## config.mk

```make
export PLATFORM = sky130hd
export DESIGN_NAME = keypad_event_fifo_autorepeat
export DESIGN_NICKNAME = d
export VERILOG_FILES = /design/src/rtl/kefa_pkg.sv /design/src/rtl/keypad_event_fifo_autorepeat.sv /design/src/rtl/kefa_ram.sv /design/src/rtl/kefa_front.sv /design/src/rtl/kefa_back.sv
export SDC_FILE = /design/constraint.sdc
export NUM_CORES = 1
export LEC_CHECK = 0
export ABC_AREA = 0
export BUFFER_PORTS_ARGS = -buffer_cell sky130_fd_sc_hd__buf_2
export CORE_UTILIZATION = 56
export DETAILED_ROUTE_END_ITERATION = 8
export PLACE_DENSITY = 0.83
export SYNTH_ARGS = -nofsm -noshare
export SYNTH_HDL_FRONTEND = slang
export SYNTH_SLANG_ARGS = --single-unit
```

## constraint.sdc

```tcl
create_clock -name clock -period 4.02 [get_ports clock]
set_input_delay 0.402 -clock clock [delete_from_list [all_inputs] [get_ports clock]]
set_output_delay 0.402 -clock clock [all_outputs]
set_load 0.01 [all_outputs]
```

## src/rtl/kefa_pkg.sv

```systemverilog
// Shared types and constants for the keypad event queue with autorepeat.
// Used by kefa_front, kefa_back and the top level; depends on nothing.
package kefa_pkg;

   // Field widths.
   localparam int ACTION_W = 2;
   localparam int KEY_W    = 2;
   localparam int KIND_W   = 2;
   localparam int DELAY_W  = 16;
   localparam int EVENT_W  = KIND_W + KEY_W;

   // Default sizes of the block.
   localparam int DEFAULT_KEY_COUNT   = 4;
   localparam int DEFAULT_QUEUE_DEPTH = 16;

   // Reset value of the repeat delay register.
   localparam logic [DELAY_W-1:0] DEFAULT_REPEAT_DELAY = 16'd100;

   // Request actions.
   localparam logic [ACTION_W-1:0] ACT_PRESS   = 2'd0;
   localparam logic [ACTION_W-1:0] ACT_RELEASE = 2'd1;
   localparam logic [ACTION_W-1:0] ACT_TICK    = 2'd2;
   localparam logic [ACTION_W-1:0] ACT_READ    = 2'd3;

   // Event kinds.
   localparam logic [KIND_W-1:0] KIND_DOWN   = 2'd0;
   localparam logic [KIND_W-1:0] KIND_UP     = 2'd1;
   localparam logic [KIND_W-1:0] KIND_REPEAT = 2'd2;

   // One classified command passed from the front to the back.
   typedef struct packed {
      logic [ACTION_W-1:0] action;
      logic [KEY_W-1:0]    key;
   } cmd_type;

endpackage

```

## src/rtl/keypad_event_fifo_autorepeat.sv

```systemverilog
// Top level of the keypad controller with autorepeat and a bounded event queue.
// Depends on kefa_pkg, kefa_front, kefa_back and kefa_ram.
//
// Usage:
//   Request beats (req_action, req_key) carry a press, release, tick or read.
//   Only a read produces a response beat on the rsp_ channel; it reports the
//   oldest queued event, or event_valid low when the queue is empty, and the
//   events_lost flag, which is cleared by every read. The repeat delay
//   register is written through csr_wr_en / csr_wr_data, only while the
//   block is idle, a user rule it does not enforce; it resets to 100 ticks.
// Timing:
//   Requests enter a two-slot command queue, so up to two beats are taken
//   while the back end is busy. The back end finishes a press, a release or
//   an empty read in its idle state; a read that pops an event also passes
//   through the read state (the event RAM has a registered read), and a tick
//   walks the keys in turn in the tick state. An empty read's response is
//   registered in the cycle after it starts, a pop's from the read state.
// Reset and stall:
//   Synchronous reset empties the queue and clears all key state at once.
//   A stalled response holds its register; the next read then waits at the
//   head of the command queue and holds back every beat queued behind it.
module keypad_event_fifo_autorepeat #(
   parameter int KEY_COUNT   = kefa_pkg::DEFAULT_KEY_COUNT,
   parameter int QUEUE_DEPTH = kefa_pkg::DEFAULT_QUEUE_DEPTH
) (
   input  logic                          clock,
   input  logic                          reset,
   input  logic                          csr_wr_en,
   input  logic [kefa_pkg::DELAY_W-1:0]  csr_wr_data,
   input  logic                          req_valid,
   output logic                          req_ready,
   input  logic [kefa_pkg::ACTION_W-1:0] req_action,
   input  logic [kefa_pkg::KEY_W-1:0]    req_key,
   output logic                          rsp_valid,
   input  logic                          rsp_ready,
   output logic                          rsp_event_valid,
   output logic [kefa_pkg::KIND_W-1:0]   rsp_event_kind,
   output logic [kefa_pkg::KEY_W-1:0]    rsp_event_key,
   output logic                          rsp_events_lost
);
   import kefa_pkg::*;

   logic    cmd_valid;
   logic    cmd_ready;
   cmd_type cmd;

   // Accept and classify requests.
   kefa_front #(
      .KEY_COUNT (KEY_COUNT)
   ) u_front (
      .clock      (clock),
      .reset      (reset),
      .req_valid  (req_valid),
      .req_ready  (req_ready),
      .req_action (req_action),
      .req_key    (req_key),
      .cmd_valid  (cmd_valid),
      .cmd        (cmd),
      .cmd_ready  (cmd_ready)
   );

   // Execute commands and return read results.
   kefa_back #(
      .KEY_COUNT   (KEY_COUNT),
      .QUEUE_DEPTH (QUEUE_DEPTH)
   ) u_back (
      .clock           (clock),
      .reset           (reset),
      .csr_wr_en       (csr_wr_en),
      .csr_wr_data     (csr_wr_data),
      .cmd_valid       (cmd_valid),
      .cmd             (cmd),
      .cmd_ready       (cmd_ready),
      .rsp_valid       (rsp_valid),
      .rsp_ready       (rsp_ready),
      .rsp_event_valid (rsp_event_valid),
      .rsp_event_kind  (rsp_event_kind),
      .rsp_event_key   (rsp_event_key),
      .rsp_events_lost (rsp_events_lost)
   );

endmodule

```

## src/rtl/kefa_ram.sv

```systemverilog
// Generic single-write, single-read RAM with a registered read port.
// Stands alone; no package needed.
module kefa_ram #(
   parameter int WIDTH = 4,
   parameter int DEPTH = 16,
   localparam int AddrW = (DEPTH > 1) ? $clog2(DEPTH) : 1
) (
   input  logic             clock,
   input  logic             wr_en,
   input  logic [AddrW-1:0] wr_addr,
   input  logic [WIDTH-1:0] wr_data,
   input  logic             rd_en,
   input  logic [AddrW-1:0] rd_addr,
   output logic [WIDTH-1:0] rd_data
);

   logic [WIDTH-1:0] mem_ff [DEPTH];
   logic [WIDTH-1:0] rd_data_ff;

   // Write port and registered read port.
   always_ff @(posedge clock) begin
      if (wr_en) begin
         mem_ff[wr_addr] <= wr_data;
      end
      if (rd_en) begin
         rd_data_ff <= mem_ff[rd_addr];
      end
   end

   assign rd_data = rd_data_ff;

endmodule

```

## src/rtl/kefa_front.sv

```systemverilog
// Front end: accepts request beats, drops presses and releases of keys that
// do not exist, and holds the rest in a two-slot command queue. Uses kefa_pkg.
module kefa_front #(
   parameter int KEY_COUNT = kefa_pkg::DEFAULT_KEY_COUNT
) (
   input  logic                               clock,
   input  logic                               reset,
   input  logic                               req_valid,
   output logic                               req_ready,
   input  logic [kefa_pkg::ACTION_W-1:0]      req_action,
   input  logic [kefa_pkg::KEY_W-1:0]         req_key,
   output logic                               cmd_valid,
   output kefa_pkg::cmd_type                  cmd,
   input  logic                               cmd_ready
);
   import kefa_pkg::*;

   localparam logic [1:0] SlotsFull = 2'd2;

   cmd_type    slot_ff [2];
   logic       wr_ptr_ff, wr_ptr_in;
   logic       rd_ptr_ff, rd_ptr_in;
   logic [1:0] count_ff, count_in;
   logic       key_ok;
   logic       keep;
   logic       push;
   logic       pop;

   // Classify: a press or release of a key beyond the keypad is dropped.
   assign key_ok    = (int'(req_key) < KEY_COUNT);
   assign keep      = !((req_action == ACT_PRESS) || (req_action == ACT_RELEASE)) || key_ok;
   assign req_ready = (count_ff != SlotsFull);
   assign push      = req_valid && req_ready && keep;

   // Queue outputs toward the back end.
   assign cmd_valid = (count_ff != 2'd0);
   assign cmd       = slot_ff[rd_ptr_ff];
   assign pop       = cmd_valid && cmd_ready;

   // Pointer and fill count updates.
   always_comb begin
      wr_ptr_in = push ? !wr_ptr_ff : wr_ptr_ff;
      rd_ptr_in = pop ? !rd_ptr_ff : rd_ptr_ff;
      count_in  = count_ff + {1'b0, push} - {1'b0, pop};
   end

   // Control registers.
   always_ff @(posedge clock) begin
      if (reset) begin
         wr_ptr_ff <= 1'b0;
         rd_ptr_ff <= 1'b0;
         count_ff  <= 2'd0;
      end else begin
         wr_ptr_ff <= wr_ptr_in;
         rd_ptr_ff <= rd_ptr_in;
         count_ff  <= count_in;
      end
   end

   // Command slots hold payload only.
   always_ff @(posedge clock) begin
      if (push) begin
         slot_ff[wr_ptr_ff] <= '{action: req_action, key: req_key};
      end
   end

endmodule

```

## src/rtl/kefa_back.sv

```systemverilog
// Back end: executes commands against the key state and the event queue,
// walks the keys on a tick and drives the response register.
// Uses kefa_pkg and kefa_ram.
module kefa_back #(
   parameter int KEY_COUNT   = kefa_pkg::DEFAULT_KEY_COUNT,
   parameter int QUEUE_DEPTH = kefa_pkg::DEFAULT_QUEUE_DEPTH
) (
   input  logic                          clock,
   input  logic                          reset,
   input  logic                          csr_wr_en,
   input  logic [kefa_pkg::DELAY_W-1:0]  csr_wr_data,
   input  logic                          cmd_valid,
   input  kefa_pkg::cmd_type             cmd,
   output logic                          cmd_ready,
   output logic                          rsp_valid,
   input  logic                          rsp_ready,
   output logic                          rsp_event_valid,
   output logic [kefa_pkg::KIND_W-1:0]   rsp_event_kind,
   output logic [kefa_pkg::KEY_W-1:0]    rsp_event_key,
   output logic                          rsp_events_lost
);
   import kefa_pkg::*;

   localparam int IdxW = (KEY_COUNT > 1) ? $clog2(KEY_COUNT) : 1;
   localparam int PtrW = $clog2(QUEUE_DEPTH);
   localparam int CntW = $clog2(QUEUE_DEPTH + 1);
   localparam logic [IdxW-1:0] LastIdx = IdxW'(KEY_COUNT - 1);
   localparam logic [PtrW-1:0] LastPtr = PtrW'(QUEUE_DEPTH - 1);
   localparam logic [CntW-1:0] FullCnt = CntW'(QUEUE_DEPTH);

   // Back end states.
   localparam logic [1:0] ST_IDLE = 2'd0;
   localparam logic [1:0] ST_TICK = 2'd1;
   localparam logic [1:0] ST_READ = 2'd2;

   logic [1:0]           state_ff, state_in;
   logic [IdxW-1:0]      tick_idx_ff, tick_idx_in;
   logic [DELAY_W-1:0]   delay_ff, delay_in;
   logic [KEY_COUNT-1:0] held_ff, held_in;
   logic [KEY_COUNT-1:0] pend_ff, pend_in;
   logic [DELAY_W-1:0]   hold_cnt_ff [KEY_COUNT];
   logic [DELAY_W-1:0]   hold_cnt_in [KEY_COUNT];
   logic [PtrW-1:0]      head_ff, head_in;
   logic [PtrW-1:0]      tail_ff, tail_in;
   logic [CntW-1:0]      count_ff, count_in;
   logic                 lost_ff, lost_in;
   logic                 read_lost_ff, read_lost_in;

   logic                 rsp_valid_ff, rsp_valid_in;
   logic                 rsp_event_valid_ff, rsp_event_valid_in;
   logic [KIND_W-1:0]    rsp_kind_ff, rsp_kind_in;
   logic [KEY_W-1:0]     rsp_key_ff, rsp_key_in;
   logic                 rsp_lost_ff, rsp_lost_in;

   logic [KEY_COUNT-1:0] key_bit;
   logic                 push_en;
   logic [KIND_W-1:0]    push_kind;
   logic [KEY_W-1:0]     push_key;
   logic                 ram_wr_en;
   logic                 ram_rd_en;
   logic [EVENT_W-1:0]   ram_rd_data;

   assign key_bit = KEY_COUNT'(1) << cmd.key;

   // Command execution, tick walk and queue bookkeeping.
   always_comb begin
      state_in           = state_ff;
      tick_idx_in        = tick_idx_ff;
      delay_in           = csr_wr_en ? csr_wr_data : delay_ff;
      held_in            = held_ff;
      pend_in            = pend_ff;
      hold_cnt_in        = hold_cnt_ff;
      head_in            = head_ff;
      tail_in            = tail_ff;
      count_in           = count_ff;
      lost_in            = lost_ff;
      read_lost_in       = read_lost_ff;
      rsp_valid_in       = rsp_valid_ff && !rsp_ready;
      rsp_event_valid_in = rsp_event_valid_ff;
      rsp_kind_in        = rsp_kind_ff;
      rsp_key_in         = rsp_key_ff;
      rsp_lost_in        = rsp_lost_ff;
      cmd_ready          = 1'b0;
      push_en            = 1'b0;
      push_kind          = KIND_DOWN;
      push_key           = '0;
      ram_rd_en          = 1'b0;
      ram_wr_en          = 1'b0;

      unique case (state_ff)
         ST_IDLE: begin
            if (cmd_valid) begin
               unique case (cmd.action)
                  ACT_PRESS: begin
                     cmd_ready = 1'b1;
                     held_in   = held_ff | key_bit;
                     push_en   = 1'b1;
                     push_kind = KIND_DOWN;
                     push_key  = cmd.key;
                  end
                  ACT_RELEASE: begin
                     cmd_ready = 1'b1;
                     held_in   = held_ff & ~key_bit;
                     push_en   = 1'b1;
                     push_kind = KIND_UP;
                     push_key  = cmd.key;
                  end
                  ACT_TICK: begin
                     cmd_ready   = 1'b1;
                     tick_idx_in = '0;
                     state_in    = ST_TICK;
                  end
                  ACT_READ: begin
                     // A read waits until the response register is free.
                     if (!rsp_valid_ff) begin
                        cmd_ready = 1'b1;
                        lost_in   = 1'b0;
                        if (count_ff == '0) begin
                           pend_in            = '0;
                           rsp_valid_in       = 1'b1;
                           rsp_event_valid_in = 1'b0;
                           rsp_kind_in        = '0;
                           rsp_key_in         = '0;
                           rsp_lost_in        = lost_ff;
                        end else begin
                           ram_rd_en    = 1'b1;
                           head_in      = (head_ff == LastPtr) ? '0 : head_ff + 1'b1;
                           count_in     = count_ff - 1'b1;
                           read_lost_in = lost_ff;
                           state_in     = ST_READ;
                        end
                     end
                  end
               endcase
            end
         end
         ST_TICK: begin
            // One key per cycle.
            if (held_ff[tick_idx_ff]) begin
               if (hold_cnt_ff[tick_idx_ff] < delay_ff) begin
                  hold_cnt_in[tick_idx_ff] = hold_cnt_ff[tick_idx_ff] + 1'b1;
               end else if (!pend_ff[tick_idx_ff]) begin
                  push_en               = 1'b1;
                  push_kind             = KIND_REPEAT;
                  push_key              = KEY_W'(tick_idx_ff);
                  pend_in[tick_idx_ff]  = 1'b1;
               end
            end else begin
               hold_cnt_in[tick_idx_ff] = '0;
            end
            if (tick_idx_ff == LastIdx) begin
               state_in = ST_IDLE;
            end else begin
               tick_idx_in = tick_idx_ff + 1'b1;
            end
         end
         ST_READ: begin
            // The queue entry arrives from the RAM this cycle.
            rsp_valid_in       = 1'b1;
            rsp_event_valid_in = 1'b1;
            rsp_kind_in        = ram_rd_data[EVENT_W-1:KEY_W];
            rsp_key_in         = ram_rd_data[KEY_W-1:0];
            rsp_lost_in        = read_lost_ff;
            state_in           = ST_IDLE;
         end
         default: begin
            state_in = ST_IDLE;
         end
      endcase

      // Append an event, or drop it and flag the loss when the queue is full.
      if (push_en) begin
         if (count_ff >= FullCnt) begin
            lost_in = 1'b1;
         end else begin
            ram_wr_en = 1'b1;
            tail_in   = (tail_ff == LastPtr) ? '0 : tail_ff + 1'b1;
            count_in  = count_ff + 1'b1;
         end
      end
   end

   // Control and key state registers.
   always_ff @(posedge clock) begin
      if (reset) begin
         state_ff     <= ST_IDLE;
         tick_idx_ff  <= '0;
         delay_ff     <= DEFAULT_REPEAT_DELAY;
         held_ff      <= '0;
         pend_ff      <= '0;
         hold_cnt_ff  <= '{default: '0};
         head_ff      <= '0;
         tail_ff      <= '0;
         count_ff     <= '0;
         lost_ff      <= 1'b0;
         rsp_valid_ff <= 1'b0;
      end else begin
         state_ff     <= state_in;
         tick_idx_ff  <= tick_idx_in;
         delay_ff     <= delay_in;
         held_ff      <= held_in;
         pend_ff      <= pend_in;
         hold_cnt_ff  <= hold_cnt_in;
         head_ff      <= head_in;
         tail_ff      <= tail_in;
         count_ff     <= count_in;
         lost_ff      <= lost_in;
         rsp_valid_ff <= rsp_valid_in;
      end
   end

   // Response payload registers.
   always_ff @(posedge clock) begin
      read_lost_ff       <= read_lost_in;
      rsp_event_valid_ff <= rsp_event_valid_in;
      rsp_kind_ff        <= rsp_kind_in;
      rsp_key_ff         <= rsp_key_in;
      rsp_lost_ff        <= rsp_lost_in;
   end

   // Event storage.
   kefa_ram #(
      .WIDTH (EVENT_W),
      .DEPTH (QUEUE_DEPTH)
   ) u_event_ram (
      .clock   (clock),
      .wr_en   (ram_wr_en),
      .wr_addr (tail_ff),
      .wr_data ({push_kind, push_key}),
      .rd_en   (ram_rd_en),
      .rd_addr (head_ff),
      .rd_data (ram_rd_data)
   );

   assign rsp_valid       = rsp_valid_ff;
   assign rsp_event_valid = rsp_event_valid_ff;
   assign rsp_event_kind  = rsp_kind_ff;
   assign rsp_event_key   = rsp_key_ff;
   assign rsp_events_lost = rsp_lost_ff;

`ifndef SYNTHESIS
   // The fill count never passes the queue depth.
   a_count_bound: assert property (@(posedge clock) disable iff (reset)
      count_ff <= FullCnt)
      else $error("event queue count above depth");

   // An empty queue has its pointers together.
   a_empty_ptrs: assert property (@(posedge clock) disable iff (reset)
      (count_ff == '0) |-> (head_ff == tail_ff))
      else $error("empty queue with head and tail apart");

   // A queue read is only started when the response register is free.
   a_read_slot: assert property (@(posedge clock) disable iff (reset)
      (state_ff == ST_READ) |-> !rsp_valid_ff)
      else $error("queue read while response register busy");

   // An empty read returns zero kind and key.
   a_empty_rsp: assert property (@(posedge clock) disable iff (reset)
      (rsp_valid_ff && !rsp_event_valid_ff) |-> (rsp_kind_ff == '0 && rsp_key_ff == '0))
      else $error("empty read with nonzero fields");

   // An event pushed into a full queue sets the lost flag.
   a_drop_flag: assert property (@(posedge clock) disable iff (reset)
      (push_en && count_ff == FullCnt) |=> lost_ff)
      else $error("dropped event did not set lost flag");
`endif

endmodule
```

==> impl_metrics.py <==
metrics = {
    "logic_synthesis": {
        "synth_area_leader_cell": "edfxtp_1",
        "avgSynthCellArea_um2": 11.33,
        "ys_ff_latch": 195,
        "ys.warnings.count": 0,
        "syn_inst": 814,
        "synth.distinct_cells": 68,
        "synth_edf_count": 83,
        "seq_area_frac_synth_pct": 51.34,
        "async_flop_share_pct": 0,
        "synth_top_area_share_pct": 27.03,
        "syn-num-nets": 868,
        "ys_top_cells_by_area": "edfxtp_1 (27%), dfxtp_1 (24%), mux4_2 (8.5%), a21oi_1 (4.0%), ha_1 (3.9%)",
        "synth-main-ff-cell": "dfxtp_1",
        "syn_area_um2": 9221,
    },
    "timing": {
        "fin_tns_setup_ns": 0,
        "report.final.hold_viol_count": 0,
        "fin_crit_sh_pct": 92.97,
        "rsz0062_at_grt": "no",
        "finalMaxSlewViolations": 0,
        "finalSetupViolCount": 0,
        "period_minus_slack_ns": 3.737,
        "worstMarginPinSlew_ns": 1.176,
        "finClkSkew_ns": 0.01310,
        "slew_headroom_pct": 21.49,
        "max_freq_mhz": 267.6,
        "hold_slack_ns": 0.1471,
    },
    "routing": {
        "drt_iter0_markers": 529,
        "first_pass_iters": 5,
        "wl_mm": 21.11,
        "vias_per_cell": 6.239,
        "drtAntennaViolNets": 0,
        "route.detailed.drc": 0,
        "vias": 6588,
        "routed_wire_length_per_instance_um": 19.99,
    },
    "worst_setup_path": {
        "cp_max_fo": 54,
        "r2r_cells": 11,
        "required_ns": 4.20,
        "end_kind": "flip-flop",
        "crit_type": "flip-flop to flip-flop",
        "startpoint_type": "flip-flop",
        "cp.arrival_ns": 3.92,
    },
    "layout": {
        "final_layout_size_suffix_gt1_share_pct": 17.02,
        "layout_common_cells": "dfxtp_1 (112), edfxtp_1 (83), a21oi_1 (73)",
        "layout.cells.non_filler": 1056,
        "multi_input_area_um2": 4101,
        "final_core_util_pct": 63.29,
        "area_growth_pct": 9.823,
        "antennaDiodeCount": 0,
        "final_nets": 881,
        "register_area_um2": 4735,
        "final_common_cell": "dfxtp_1",
        "n_fill_cell": 1240,
    },
    "clock_tree": {
        "holdBufCountCts": 0,
        "clock-sinks": 195,
        "cts_max_level": 4,
        "clockRootBuffer": "clkbuf_16",
        "post_cts_buffers": 0,
        "cts_resized": 0,
        "ctsLongestPathBuffers": 2,
        "cts_buffers": 17,
        "clk_pin_slew_ns": 0.08,
        "tritoncts": "done",
        "clkLatencyLatePin_ns": 0.45,
    },
    "run": {
        "cap_violations": 0,
    },
    "die": {
        "core-area_um2": 16000,
        "die_area_um2": 16980,
        "die_h_um": 130.3,
        "row_count": 46,
        "ios": 33,
        "fp.dieW_um": 130.3,
        "initial_core_util_pct": 57.63,
    },
    "power_and_ir_drop": {
        "ir_drop_mv": 0.4122,
        "p_per_area_nw_per_um2": 488.4,
        "power_w": 0.004946,
        "p_leak_nw": 3.536,
    },
    "grt": {
        "grt_usage_pct": 26.49,
        "grt_max_degree": 55,
        "grt_overflow_total": 0,
        "grt_pass1_vias": 6363,
        "grt_first_pass_wirelength_mm": 33.25,
        "antenna_found_initial": 0,
    },
    "min_path": {
        "min_path_type": "primary input to flip-flop",
        "min_path_cells": 1,
    },
    "place": {
        "dp.cells": 1024,
        "port_buffers": 32,
        "hpwl_mm": 13.83,
        "globalplace.congestion": 0.8695,
    },
    "status": {
        "status": "finished, final reports clean",
    },
}
final cells by class:
class / count / area share (%)
tap: 216 / 2.669
inverter: 28 / 1.038
sequential: 195 / 46.75
clock inverter: 15 / 2.026
timing repair buffer: 47 / 2.817
clock buffer: 17 / 4.201
multi-input combinational: 538 / 40.50
report_power, final:
group | switching [W] | internal, W | total (W)
clock network | 0.000852 | 0.000907 | 0.00176
logic | 0.000516 | 0.000340 | 0.000856
registers | 0.000111 | 0.00222 | 0.00233
total | 0.00148 | 0.00347 | 0.00495
critical path, cell delays in order, from the launching register on:
cell      delay [ns]
dfxtp_1         0.67
buf_4           0.22
mux4_2          0.38
ha_1            0.35
and4_1          0.21
a21boi_0        0.13
buf_4           0.15
o31ai_4         0.33
a21o_1          0.20
buf_4           0.46
o32ai_1         0.14
buf_4           0.23
cell families after synthesis:
logic type                 synth area share, %
xor gates and xnor gates                 1.045
DFF                                      51.34
buffers and inverters                    4.220
and+or+nand+nor                          13.58
adders and majority gates                3.935
AOI/OAI and AO/OA                        12.25
muxes                                    13.62
worst paths after layout:
path	startpoint	to	slack, ns
max	u_back.tick_idx_ff[0]	u_back.u_event_ram.mem_ff[5][0]	0.28
min	req_key[0]	u_front.slot_ff[1][0]	0.15
max reg2reg	u_back.tick_idx_ff[0]	u_back.u_event_ram.mem_ff[5][0]	0.28
min reg2reg	u_back.hold_cnt_ff[44]	u_back.hold_cnt_ff[44]	0.46
per-layer routing:
layer  up-vias  share of wire (%)  global-route usage [%]
li1       3057                  -                       -
met1      3180                 40                   32.82
met2       282                 49                   43.84
met3        69                6.5                   5.002
met4         0                4.2                   14.57
met5         -                  0                       0
through the flow:
| stage | area, um^2 | worst slack (ns) |
|---|---|---|
| final | 10130 | 0.2826 |
| after global routing | 10130 | 0.1120 |
| after CTS | 10130 | 0.3563 |
| after detailed placement | 9497 | 0.3842 |
| after global placement | 9497 | 0.3894 |
| after floorplan | 9221 | 0.1268 |
cells in the mapped netlist (all sizes together), types with 3 or more instances:
master,number
o211ai,5
nand3b,4
nor2b,8
a31oi,5
o21ai,62
clkbuf,30
nand2b,3
nor2,57
nand2,40
a22o,12
mux2i,31
xnor2,5
nor4,4
nand4,7
a21oi,79
edfxtp,83
inv,28
mux2,7
a211oi,3
o31ai,3
or4,3
or3,7
ha,29
mux4,38
xor2,6
and2,12
dfxtp,112
nor3,9
buf,23
and3,17
nand3,60
sequential cells by signal, summed over array words and instances, names as in the netlist, 5 cells and up, named ones only:
name                       cells
u_back.count_ff                5
u_back.u_event_ram.mem_ff     64
u_front.slot_ff                8
u_back.delay_ff               16
u_back.hold_cnt_ff            64
Power figures use the tool's default switching activity.
